$ cat config.mk
export PLATFORM = sky130hd
export DESIGN_NAME = audio_feature_envelope_shaper_top
export DESIGN_NICKNAME = d
export VERILOG_FILES = /design/src/hw/rtl/afes_pkg.sv /design/src/hw/rtl/audio_feature_envelope_shaper_top.sv /design/src/hw/rtl/afes_div.sv /design/src/hw/rtl/afes_mac.sv
export SDC_FILE = /design/constraint.sdc
export NUM_CORES = 2
export LEC_CHECK = 0
export ABC_AREA = 1
export BUFFER_PORTS_ARGS = -buffer_cell sky130_fd_sc_hd__buf_2
export CAP_MARGIN = 20
export CORE_ASPECT_RATIO = 1.25
export CORE_MARGIN = 2
export CORE_UTILIZATION = 53
export DETAILED_ROUTE_END_ITERATION = 6
export PLACE_DENSITY = 0.79
export SETUP_SLACK_MARGIN = 0.02
export SYNTH_ARGS = -nofsm -noshare
export SYNTH_HDL_FRONTEND = slang
export SYNTH_SLANG_ARGS = --single-unit
export TNS_END_PERCENT = 100
$ cat constraint.sdc
create_clock -name clk -period 14.7 [get_ports clk]
set_clock_uncertainty 0.15 [all_clocks]
set_input_delay 0 -clock clk [delete_from_list [all_inputs] [get_ports clk]]
set_output_delay 0 -clock clk [all_outputs]
set_load 0.02 [all_outputs]
$ cat src/hw/rtl/afes_pkg.sv
`timescale 1ns / 1ps

package afes_pkg;

  localparam int FRACTION_BITS = 15;
  localparam logic [15:0] ONE = 16'(1 << FRACTION_BITS);
  localparam logic [15:0] NEUTRAL_RMS = 16'((1 << FRACTION_BITS) / 4);
  localparam logic [15:0] NEUTRAL_LOW = 16'((4 * (1 << FRACTION_BITS) + 5) / 10);
  localparam logic [15:0] NEUTRAL_HIGH = 16'((3 * (1 << FRACTION_BITS) + 5) / 10);
  localparam logic [14:0] DT_MAX = 15'd16384;

  localparam int NUM_W = 34;
  localparam int DEN_W = 20;
  localparam int CNT_W = 6;
  localparam int NUM_CH = 10;
  localparam int STEP_W = 5;

  localparam logic [2:0] CFG_LOW_GAIN = 3'd0;
  localparam logic [2:0] CFG_MID_GAIN = 3'd1;
  localparam logic [2:0] CFG_HIGH_GAIN = 3'd2;
  localparam logic [2:0] CFG_TRANS_GAIN = 3'd3;
  localparam logic [2:0] CFG_REACTION = 3'd4;
  localparam logic [2:0] CFG_SMOOTHING = 3'd5;

  typedef struct packed {
    logic [15:0] rms_level;
    logic [15:0] peak_level;
    logic [15:0] low_energy;
    logic [15:0] mid_energy;
    logic [15:0] high_energy;
    logic [15:0] low_transient;
    logic [15:0] mid_transient;
    logic [15:0] high_transient;
    logic [15:0] spectral_centroid;
    logic [15:0] stereo_width;
    logic        is_silent;
    logic [14:0] frame_time;
  } in_item_t;

  typedef struct packed {
    logic [15:0] smooth_rms;
    logic [15:0] smooth_peak;
    logic [15:0] smooth_low;
    logic [15:0] smooth_mid;
    logic [15:0] smooth_high;
    logic [15:0] held_low_transient;
    logic [15:0] held_mid_transient;
    logic [15:0] held_high_transient;
    logic [15:0] transient_likelihood;
    logic [15:0] smooth_centroid;
    logic [15:0] smooth_width;
    logic        silent_out;
  } out_item_t;

  typedef enum logic [3:0] {
    CH_RMS, CH_PEAK, CH_LOW, CH_MID, CH_HIGH,
    CH_TLOW, CH_TMID, CH_THIGH, CH_CENT, CH_WIDTH
  } ch_t;

  typedef enum logic [1:0] {
    SH_GAIN, SH_REACT, SH_COEFF
  } shift_t;

  typedef enum logic [2:0] {
    K_SCALE_G, K_SCALE_R, K_SHAPE, K_BLEND, K_DECAY
  } kind_t;

  typedef struct packed {
    kind_t kind;
    ch_t   ch;
    logic  use_t;
    logic  last;
  } op_t;

  typedef enum logic [2:0] {
    ST_IDLE, ST_DIV, ST_ISSUE, ST_WAIT, ST_WB, ST_FINISH
  } state_t;

  function automatic op_t mk_op(kind_t kind, ch_t ch, logic use_t, logic last);
    op_t o;
    o.kind = kind;
    o.ch = ch;
    o.use_t = use_t;
    o.last = last;
    return o;
  endfunction

  // Micro-program: most targets are built in the temp, then folded into the state.
  function automatic op_t op_rom(logic [STEP_W-1:0] step);
    op_t o;
    unique case (step)
      5'd0:  o = mk_op(K_SHAPE, CH_RMS, 1'b0, 1'b0);
      5'd1:  o = mk_op(K_BLEND, CH_RMS, 1'b1, 1'b0);
      5'd2:  o = mk_op(K_BLEND, CH_PEAK, 1'b0, 1'b0);
      5'd3:  o = mk_op(K_SCALE_G, CH_LOW, 1'b0, 1'b0);
      5'd4:  o = mk_op(K_SHAPE, CH_LOW, 1'b1, 1'b0);
      5'd5:  o = mk_op(K_BLEND, CH_LOW, 1'b1, 1'b0);
      5'd6:  o = mk_op(K_SCALE_G, CH_MID, 1'b0, 1'b0);
      5'd7:  o = mk_op(K_SHAPE, CH_MID, 1'b1, 1'b0);
      5'd8:  o = mk_op(K_BLEND, CH_MID, 1'b1, 1'b0);
      5'd9:  o = mk_op(K_SCALE_G, CH_HIGH, 1'b0, 1'b0);
      5'd10: o = mk_op(K_SHAPE, CH_HIGH, 1'b1, 1'b0);
      5'd11: o = mk_op(K_BLEND, CH_HIGH, 1'b1, 1'b0);
      5'd12: o = mk_op(K_SCALE_G, CH_TLOW, 1'b0, 1'b0);
      5'd13: o = mk_op(K_SCALE_R, CH_TLOW, 1'b1, 1'b0);
      5'd14: o = mk_op(K_DECAY, CH_TLOW, 1'b1, 1'b0);
      5'd15: o = mk_op(K_SCALE_G, CH_TMID, 1'b0, 1'b0);
      5'd16: o = mk_op(K_SCALE_R, CH_TMID, 1'b1, 1'b0);
      5'd17: o = mk_op(K_DECAY, CH_TMID, 1'b1, 1'b0);
      5'd18: o = mk_op(K_SCALE_G, CH_THIGH, 1'b0, 1'b0);
      5'd19: o = mk_op(K_SCALE_R, CH_THIGH, 1'b1, 1'b0);
      5'd20: o = mk_op(K_DECAY, CH_THIGH, 1'b1, 1'b0);
      5'd21: o = mk_op(K_BLEND, CH_CENT, 1'b0, 1'b0);
      default: o = mk_op(K_BLEND, CH_WIDTH, 1'b0, 1'b1);
    endcase
    return o;
  endfunction

endpackage

$ cat src/hw/rtl/audio_feature_envelope_shaper_top.sv
`timescale 1ns / 1ps
// Audio feature envelope shaper.
// A request on the in_ channel carries one analysis frame of audio features;
// each one produces exactly one smoothed frame on the out_ channel. Both use
// valid/ready. Registers are written through the cfg_ channel (index, data),
// which is always ready and should only be used while the block is idle.
// Per frame, a serial divider first forms the smoothing coefficient (34 quotient
// bits, one per cycle), and the result is stored in the coefficient register.
// A sequencer then runs 23 operations through one shared multiply, round and
// clamp unit, each passing through the issue, wait and write-back states, and
// then loads the output register. in_ready is low from acceptance until then
// and rises together with out_valid, so a new frame is accepted only once the
// last result is in the output register. The result sits in an output
// register; a stalled receiver holds it there, and the next frame's result
// waits until it is taken. Reset restores the register defaults and clears all
// smoothed channel state to zero.

module audio_feature_envelope_shaper_top (
  input  logic                 clk,
  input  logic                 rst_n,
  input  logic                 in_valid,
  output logic                 in_ready,
  input  afes_pkg::in_item_t   in_data,
  output logic                 out_valid,
  input  logic                 out_ready,
  output afes_pkg::out_item_t  out_data,
  input  logic                 cfg_valid,
  output logic                 cfg_ready,
  input  logic [2:0]           cfg_index,
  input  logic [15:0]          cfg_data
);

  afes_pkg::state_t    state_r, state_nxt;
  logic [15:0]         low_gain_r, mid_gain_r, high_gain_r, trans_gain_r;
  logic [15:0]         reaction_r, smoothing_r;
  afes_pkg::in_item_t  in_r;
  afes_pkg::out_item_t out_r;
  logic                out_valid_r;
  logic [15:0]         ch_r [afes_pkg::NUM_CH];
  logic [15:0]         t_r;
  logic [15:0]         coeff_r;
  logic [afes_pkg::STEP_W-1:0] step_r;

  logic                in_fire, div_busy, issue, load_out;
  logic [15:0]         r_w, s_w, x_w, src_w, cur_w, gain_w, neutral_w;
  logic [14:0]         dt_w;
  logic [18:0]         dt25_w;
  logic [afes_pkg::NUM_W-1:0] num_w, quo_w;
  logic [afes_pkg::DEN_W-1:0] den_w;
  afes_pkg::op_t       op_w;
  logic signed [17:0]  a_w;
  logic [15:0]         b_w, base_w, res_w, lik_w;
  afes_pkg::shift_t    sh_w;

  assign cfg_ready = 1'b1;
  assign in_fire = in_valid && in_ready;

  always_ff @(posedge clk) begin
    if (!rst_n) begin
      low_gain_r <= 16'd8192;
      mid_gain_r <= 16'd8192;
      high_gain_r <= 16'd8192;
      trans_gain_r <= 16'd8192;
      reaction_r <= 16'd16384;
      smoothing_r <= 16'd0;
    end else if (cfg_valid) begin
      unique case (cfg_index)
        afes_pkg::CFG_LOW_GAIN:   low_gain_r <= cfg_data;
        afes_pkg::CFG_MID_GAIN:   mid_gain_r <= cfg_data;
        afes_pkg::CFG_HIGH_GAIN:  high_gain_r <= cfg_data;
        afes_pkg::CFG_TRANS_GAIN: trans_gain_r <= cfg_data;
        afes_pkg::CFG_REACTION:   reaction_r <= cfg_data;
        afes_pkg::CFG_SMOOTHING:  smoothing_r <= cfg_data;
        default: ;
      endcase
    end
  end

  assign r_w = (reaction_r > afes_pkg::ONE) ? afes_pkg::ONE : reaction_r;
  assign s_w = (smoothing_r > afes_pkg::ONE) ? afes_pkg::ONE : smoothing_r;

  // coeff = (dt * 25 * 2^15 + den / 2) / den with den = 2^15 + 24 * s.
  assign dt_w = (in_data.frame_time > afes_pkg::DT_MAX) ? afes_pkg::DT_MAX
                                                         : in_data.frame_time;
  assign dt25_w = {dt_w, 4'b0} + {1'b0, dt_w, 3'b0} + {4'b0, dt_w};
  assign den_w = 20'd32768 + {s_w, 4'b0} + {1'b0, s_w, 3'b0};
  assign num_w = {dt25_w, 15'b0} + 34'd16384
               + 34'({s_w, 3'b0}) + 34'({s_w, 2'b0});

  afes_div u_div (
    .clk     (clk),
    .rst_n   (rst_n),
    .start_i (in_fire),
    .num_i   (num_w),
    .den_i   (den_w),
    .busy_o  (div_busy),
    .quo_o   (quo_w)
  );

  // Operand selection for the current micro-operation.
  always_comb begin
    op_w = afes_pkg::op_rom(step_r);
    unique case (op_w.ch)
      afes_pkg::CH_RMS:   x_w = in_r.rms_level;
      afes_pkg::CH_PEAK:  x_w = in_r.peak_level;
      afes_pkg::CH_LOW:   x_w = in_r.low_energy;
      afes_pkg::CH_MID:   x_w = in_r.mid_energy;
      afes_pkg::CH_HIGH:  x_w = in_r.high_energy;
      afes_pkg::CH_TLOW:  x_w = in_r.low_transient;
      afes_pkg::CH_TMID:  x_w = in_r.mid_transient;
      afes_pkg::CH_THIGH: x_w = in_r.high_transient;
      afes_pkg::CH_CENT:  x_w = in_r.spectral_centroid;
      default:            x_w = in_r.stereo_width;
    endcase
    if (x_w > afes_pkg::ONE) begin
      x_w = afes_pkg::ONE;
    end
    unique case (op_w.ch)
      afes_pkg::CH_LOW:  gain_w = low_gain_r;
      afes_pkg::CH_MID:  gain_w = mid_gain_r;
      afes_pkg::CH_HIGH: gain_w = high_gain_r;
      default:           gain_w = trans_gain_r;
    endcase
    unique case (op_w.ch)
      afes_pkg::CH_RMS:  neutral_w = afes_pkg::NEUTRAL_RMS;
      afes_pkg::CH_HIGH: neutral_w = afes_pkg::NEUTRAL_HIGH;
      default:           neutral_w = afes_pkg::NEUTRAL_LOW;
    endcase
    src_w = op_w.use_t ? t_r : x_w;
    cur_w = ch_r[op_w.ch];
    unique case (op_w.kind)
      afes_pkg::K_SCALE_G: begin
        a_w = $signed({2'b0, src_w});
        b_w = gain_w;
        base_w = 16'd0;
        sh_w = afes_pkg::SH_GAIN;
      end
      afes_pkg::K_SCALE_R: begin
        a_w = $signed({2'b0, src_w});
        b_w = r_w;
        base_w = 16'd0;
        sh_w = afes_pkg::SH_REACT;
      end
      afes_pkg::K_SHAPE: begin
        a_w = $signed({2'b0, src_w}) - $signed({2'b0, neutral_w});
        b_w = r_w;
        base_w = neutral_w;
        sh_w = afes_pkg::SH_REACT;
      end
      afes_pkg::K_BLEND: begin
        a_w = $signed({2'b0, src_w}) - $signed({2'b0, cur_w});
        b_w = coeff_r;
        base_w = cur_w;
        sh_w = afes_pkg::SH_COEFF;
      end
      default: begin
        a_w = -$signed({2'b0, cur_w});
        b_w = coeff_r;
        base_w = cur_w;
        sh_w = afes_pkg::SH_COEFF;
      end
    endcase
  end

  afes_mac u_mac (
    .clk     (clk),
    .issue_i (issue),
    .a_i     (a_w),
    .b_i     (b_w),
    .base_i  (base_w),
    .sh_i    (sh_w),
    .res_o   (res_w)
  );

  always_comb begin
    state_nxt = state_r;
    in_ready = 1'b0;
    issue = 1'b0;
    load_out = 1'b0;
    unique case (state_r)
      afes_pkg::ST_IDLE: begin
        in_ready = 1'b1;
        if (in_valid) begin
          state_nxt = afes_pkg::ST_DIV;
        end
      end
      afes_pkg::ST_DIV: begin
        if (!div_busy) begin
          state_nxt = afes_pkg::ST_ISSUE;
        end
      end
      afes_pkg::ST_ISSUE: begin
        issue = 1'b1;
        state_nxt = afes_pkg::ST_WAIT;
      end
      afes_pkg::ST_WAIT: state_nxt = afes_pkg::ST_WB;
      afes_pkg::ST_WB: begin
        state_nxt = op_w.last ? afes_pkg::ST_FINISH : afes_pkg::ST_ISSUE;
      end
      afes_pkg::ST_FINISH: begin
        if (!out_valid_r || out_ready) begin
          load_out = 1'b1;
          state_nxt = afes_pkg::ST_IDLE;
        end
      end
      default: state_nxt = afes_pkg::ST_IDLE;
    endcase
  end

  always_ff @(posedge clk) begin
    if (!rst_n) begin
      state_r <= afes_pkg::ST_IDLE;
      step_r <= '0;
      out_valid_r <= 1'b0;
      for (int i = 0; i < afes_pkg::NUM_CH; i++) begin
        ch_r[i] <= 16'd0;
      end
    end else begin
      state_r <= state_nxt;
      if (in_fire) begin
        step_r <= '0;
      end else if (state_r == afes_pkg::ST_WB) begin
        step_r <= step_r + 1'b1;
        if (op_w.kind == afes_pkg::K_BLEND) begin
          ch_r[op_w.ch] <= res_w;
        end else if (op_w.kind == afes_pkg::K_DECAY) begin
          ch_r[op_w.ch] <= (t_r > res_w) ? t_r : res_w;
        end
      end
      if (load_out) begin
        out_valid_r <= 1'b1;
      end else if (out_ready) begin
        out_valid_r <= 1'b0;
      end
    end
  end

  assign lik_w = (ch_r[afes_pkg::CH_TMID] > ch_r[afes_pkg::CH_TLOW])
               ? ((ch_r[afes_pkg::CH_THIGH] > ch_r[afes_pkg::CH_TMID])
                  ? ch_r[afes_pkg::CH_THIGH] : ch_r[afes_pkg::CH_TMID])
               : ((ch_r[afes_pkg::CH_THIGH] > ch_r[afes_pkg::CH_TLOW])
                  ? ch_r[afes_pkg::CH_THIGH] : ch_r[afes_pkg::CH_TLOW]);

  always_ff @(posedge clk) begin
    if (in_fire) begin
      in_r <= in_data;
    end
    if (state_r == afes_pkg::ST_DIV && !div_busy) begin
      coeff_r <= (quo_w > afes_pkg::NUM_W'(afes_pkg::ONE)) ? afes_pkg::ONE : quo_w[15:0];
    end
    if (state_r == afes_pkg::ST_WB && (op_w.kind == afes_pkg::K_SCALE_G ||
        op_w.kind == afes_pkg::K_SCALE_R || op_w.kind == afes_pkg::K_SHAPE)) begin
      t_r <= res_w;
    end
    if (load_out) begin
      out_r.smooth_rms <= ch_r[afes_pkg::CH_RMS];
      out_r.smooth_peak <= ch_r[afes_pkg::CH_PEAK];
      out_r.smooth_low <= ch_r[afes_pkg::CH_LOW];
      out_r.smooth_mid <= ch_r[afes_pkg::CH_MID];
      out_r.smooth_high <= ch_r[afes_pkg::CH_HIGH];
      out_r.held_low_transient <= ch_r[afes_pkg::CH_TLOW];
      out_r.held_mid_transient <= ch_r[afes_pkg::CH_TMID];
      out_r.held_high_transient <= ch_r[afes_pkg::CH_THIGH];
      out_r.transient_likelihood <= lik_w;
      out_r.smooth_centroid <= ch_r[afes_pkg::CH_CENT];
      out_r.smooth_width <= ch_r[afes_pkg::CH_WIDTH];
      out_r.silent_out <= in_r.is_silent;
    end
  end

  assign out_valid = out_valid_r;
  assign out_data = out_r;

endmodule

$ cat src/hw/rtl/afes_div.sv
`timescale 1ns / 1ps

module afes_div (
  input  logic                         clk,
  input  logic                         rst_n,
  input  logic                         start_i,
  input  logic [afes_pkg::NUM_W-1:0]   num_i,
  input  logic [afes_pkg::DEN_W-1:0]   den_i,
  output logic                         busy_o,
  output logic [afes_pkg::NUM_W-1:0]   quo_o
);

  logic                        busy_r;
  logic [afes_pkg::CNT_W-1:0]  cnt_r;
  logic [afes_pkg::NUM_W-1:0]  q_r;
  logic [afes_pkg::DEN_W-1:0]  rem_r;
  logic [afes_pkg::DEN_W-1:0]  den_r;
  logic [afes_pkg::DEN_W:0]    trial_w;
  logic                        fit_w;

  assign trial_w = {rem_r, q_r[afes_pkg::NUM_W-1]};
  assign fit_w = trial_w >= {1'b0, den_r};

  always_ff @(posedge clk) begin
    if (!rst_n) begin
      busy_r <= 1'b0;
      cnt_r <= '0;
    end else if (start_i) begin
      busy_r <= 1'b1;
      cnt_r <= afes_pkg::CNT_W'(afes_pkg::NUM_W);
    end else if (busy_r) begin
      cnt_r <= cnt_r - 1'b1;
      if (cnt_r == afes_pkg::CNT_W'(1)) begin
        busy_r <= 1'b0;
      end
    end
  end

  // Restoring division, one quotient bit per cycle; quotient bits replace the numerator.
  always_ff @(posedge clk) begin
    if (start_i) begin
      q_r <= num_i;
      rem_r <= '0;
      den_r <= den_i;
    end else if (busy_r) begin
      q_r <= {q_r[afes_pkg::NUM_W-2:0], fit_w};
      rem_r <= fit_w ? afes_pkg::DEN_W'(trial_w - {1'b0, den_r})
                     : trial_w[afes_pkg::DEN_W-1:0];
    end
  end

  assign busy_o = busy_r;
  assign quo_o = q_r;

endmodule

$ cat src/hw/rtl/afes_mac.sv
`timescale 1ns / 1ps

module afes_mac (
  input  logic                    clk,
  input  logic                    issue_i,
  input  logic signed [17:0]      a_i,
  input  logic [15:0]             b_i,
  input  logic [15:0]             base_i,
  input  afes_pkg::shift_t        sh_i,
  output logic [15:0]             res_o
);

  logic signed [34:0]  prod_r;
  logic [15:0]         base_r;
  afes_pkg::shift_t    sh_r;
  logic [15:0]         res_r;
  logic                neg_w;
  logic [35:0]         mag_w;
  logic [35:0]         rnd_w;
  logic signed [37:0]  sum_w;
  logic signed [37:0]  term_w;

  always_ff @(posedge clk) begin
    if (issue_i) begin
      prod_r <= a_i * $signed({1'b0, b_i});
      base_r <= base_i;
      sh_r <= sh_i;
    end
    res_r <= (sum_w < 0) ? 16'd0 :
             (sum_w > $signed({22'b0, afes_pkg::ONE})) ? afes_pkg::ONE : sum_w[15:0];
  end

  // Shift rounded half away from zero, then add the base and clamp to [0, 1].
  always_comb begin
    neg_w = prod_r[34];
    mag_w = neg_w ? 36'(-{prod_r[34], prod_r}) : {1'b0, prod_r};
    unique case (sh_r)
      afes_pkg::SH_GAIN:  rnd_w = (mag_w + 36'd4096) >> 13;
      afes_pkg::SH_REACT: rnd_w = (mag_w + 36'd8192) >> 14;
      afes_pkg::SH_COEFF: rnd_w = (mag_w + 36'd16384) >> 15;
      default:            rnd_w = (mag_w + 36'd16384) >> 15;
    endcase
    term_w = neg_w ? -$signed({2'b0, rnd_w}) : $signed({2'b0, rnd_w});
    sum_w = $signed({22'b0, base_r}) + term_w;
  end

  assign res_o = res_r;

endmodule
==> results.sh <==
export IMPL_pin_count=380
export IMPL_swShare=0.341
export IMPL_power_density_nw_per_um2=113
export IMPL_die_y_um=368
export IMPL_cts_resized_gates=0
export IMPL_endpoint_kind="flop"
export IMPL_cp_arrival_ns=13.52
export IMPL_ys_ff_latch=887
export IMPL_worstSetupPathType="flop to flop"
export IMPL_postSynthCellCount=5953
export IMPL_hold_path_class="input port to flop"
export IMPL_ys_flop_type="edfxtp_1"
export IMPL_pwr_share_comb=0.281
export IMPL_ys_top_cells_by_area="edfxtp_1, fa_1, ha_1"
export IMPL_violations="design-rule violations"
export IMPL_finalCritPeriodShare=0.904
export IMPL_synth_distinct_cells=70
export IMPL_die_area_um2=109000
export IMPL_ys_warn_count=0
export IMPL_vias=48600
export IMPL_tightest_slew_ns=1.34
export IMPL_critical_path_max_stage_delay_ns=1.03
export IMPL_grt_pass1_vias=48400
export IMPL_dp_hpwl_um=124000
export IMPL_power_frac_seq=0.404
export IMPL_min_delay_start="cfg_data[11]"
export IMPL_fin_area_um2=66300
export IMPL_fp_coreArea_um2=105000
export IMPL_port_buffers=378
export IMPL_p_int_mw=4.94
export IMPL_wl_per_cell_um=22.7
export IMPL_slowest_stage="a221oi_1"
export IMPL_vias_per_cell=5.94
export IMPL_cpMostUsedCell="nand2_1"
export IMPL_cts_sinks=887
export IMPL_tritoncts="yes"
export IMPL_max_freq_mhz=75.2
export IMPL_p_leak_nw=28.9
export IMPL_grt_antenna_before_repair=27
export IMPL_cts_setup_buffers=0
export IMPL_r2r_cells=60
export IMPL_vdd_drop_max_mv=0.107
export IMPL_layout_cells_non_filler=8186
export IMPL_required_ns=14.93
export IMPL_start_util=0.534
export IMPL_outcome="finished with violations"
export IMPL_die_x_um=295
export IMPL_grt_remaining_overflow=0
export IMPL_critPathLaunchType="flop"
export IMPL_worstSetupEndpoint="u_mac.prod_r[33]$_DFFE_PP_"
export IMPL_r2r_slack_ns=1.41
export IMPL_synth_edf_count=730
export IMPL_hold_buffers=356
export IMPL_drc=249
export IMPL_fillers=8125
export IMPL_grt_usage=0.344
export IMPL_synth_top_area_frac=0.391
export IMPL_drv_cap=0
export IMPL_rows=133
export IMPL_globalplace_congestion=0.993
export IMPL_seq_area_frac_synth=0.447
export IMPL_whs_ns=0.0812
export IMPL_critPathBufInv=8
export IMPL_power_mw=7.50
export IMPL_setup_slack_ns=1.41
export IMPL_tns_ns=0
export IMPL_h_tree_depth=3
export IMPL_clk_latency_ns=0.73
export IMPL_grt_setup_unrepaired="false"
export IMPL_layout_nets=7464
export IMPL_setup_viol=0
export IMPL_dp_cells=7637
export IMPL_syn_num_nets=6745
export IMPL_slew_violations=0
export IMPL_async_flop_share=0
export IMPL_cts_path_max_buffers=3
export IMPL_r2r_end="u_mac.prod_r[33]$_DFFE_PP_"
export IMPL_routed_wl_um=186000
export IMPL_netlist_area_um2=56100
export IMPL_drtIter0Drc=6429
export IMPL_clkPwrFrac=0.315
export IMPL_final_hold_viol_count=0
export IMPL_crit_reg2reg_launch="op_w[2]$_DFF_P_"
export IMPL_cp_depth=60
export IMPL_fin_crit_ns=13.29
export IMPL_utilization=0.630
export IMPL_ant_nets=0
export IMPL_crit_family="simple AND/OR/NAND/NOR gates"
export IMPL_p_switching_mw=2.56
export IMPL_cts_made_buffers=87
export IMPL_cp_startpoint="op_w[2]$_DFF_P_"
export IMPL_drive_above_1_share=0.119
export IMPL_avgSynthCellArea_um2=9.43
export IMPL_grt_pass1_wl_um=281000
export IMPL_dpl_instance_area_um2=59600
export IMPL_synth_area_leader_cell="edfxtp_1"
export IMPL_path_max_fanout=29
export IMPL_path_clk_slew_ns=0.07
export IMPL_grt_max_degree=177
export IMPL_dr_pass1_iters=7
export IMPL_dp_worst_setup_slack_ns=1.94
export IMPL_cts_root_buf="clkbuf_16"
export IMPL_slew_headroom=0.105
export IMPL_syn_to_final_growth_pct=18.1
## area by class of cell
type | instances | area [um^2] | area share
inverters | 937 | 3520 | 0.0531
flip-flops and latches | 887 | 25100 | 0.378
clock buffers | 106 | 2310 | 0.0349
repair buffers | 811 | 6100 | 0.0920
diodes | 23 | 57.6 | 0.000868
well taps | 1417 | 1770 | 0.0268
multi-input cells | 3948 | 26800 | 0.405
clock inverters | 57 | 641 | 0.00967
## tightest hold or removal path, cell delays in order
cell           delay (ns)
dlygate4sd3_1        0.52
buf_2                0.20
nor2_1               0.07
nor2_1               0.09
## how the worst min path moves through the flow
| stage | endpoint | cells after the start |
|---|---|---|
| after floorplan | in_r[100]$_DFFE_PP_ | 0 |
| after global placement | in_r[85]$_DFFE_PP_ | 1 |
| after detailed placement | in_r[174]$_DFFE_PP_ | 1 |
| after CTS | in_r[16]$_DFFE_PP_ | 2 |
| after global routing | trans_gain_r[13]$_SDFFE_PN1P_ | 4 |
| final | smoothing_r[11]$_SDFFE_PN0P_ | 4 |
## power by group through the flow
stage	Clock, mW	Combinational, mW	Sequential [mW]
after floorplan	0	1.47	3.04
after global placement	0	1.90	3.06
after detailed placement	0	1.95	3.06
after CTS	2.31	2.04	3.01
after global routing	2.44	2.35	3.04
final	2.36	2.11	3.03
## layer usage
layer  track usage  vias up  wire [um]
met2         0.569     3417      87900
met5             0        -         47
li1              -    21300          -
met4         0.256        8      17600
met1         0.378    22800      60000
met3        0.0914     1105      20500
## state kept, by name (all words and copies together) (netlist names), 17 cells and up
| signal | count |
|---|---|
| u_mac.prod_r | 35 |
| ch_r | 256 |
| u_div.quo_o | 34 |
| out_data | 177 |
| u_div.den_r | 17 |
| in_r | 161 |
| u_div.rem_r | 20 |
## synth_stat cells, drive strengths merged, types with 6 or more instances
cell / count
a211oi: 14
a21oi: 280
a221oi: 38
a22o: 10
a22oi: 78
a31oi: 20
a32o: 6
buf: 57
clkbuf: 124
clkinv: 16
dfxtp: 157
edfxtp: 730
fa: 311
ha: 281
inv: 921
nand2: 989
nand3: 374
nand3b: 6
nand4: 80
nor2: 731
nor3: 56
nor4: 18
o2111ai: 6
o211ai: 31
o21a: 8
o21ai: 386
o21bai: 16
o221ai: 11
o22ai: 26
o31ai: 9
or2: 11
xnor2: 42
xor2: 85
## placed cells by master, fill, tap and decap left out, types with 61 or more instances in the layout
master         instances
nor2_1               672
edfxtp_1             730
nand2_1              907
ha_1                 281
o21ai_0              355
a21oi_1              279
fa_1                 311
buf_4                 70
nand2_2               61
inv_1                909
dlygate4sd3_1        357
buf_2                378
xor2_1                85
clkbuf_16             89
a22oi_1               78
dfxtp_1              157
nand4_1               80
nand3_1              341
## logic make-up (layout without fill, tap and decap cells)
logic type               count (synthesis)  count (layout)  share of synthesized area
AND/OR/NAND/NOR                       2274            2274                      0.183
buffers and inverters                 1118            1911                     0.0769
XOR/XNOR                               127             127                     0.0198
AO/OA/AOI/OAI                          954             954                      0.100
flip-flops                             887             887                      0.447
other                                    1              24                  0.0000668
adder cells (fa/ha/maj)                592             592                      0.174
Power figures use the tool's default switching activity.
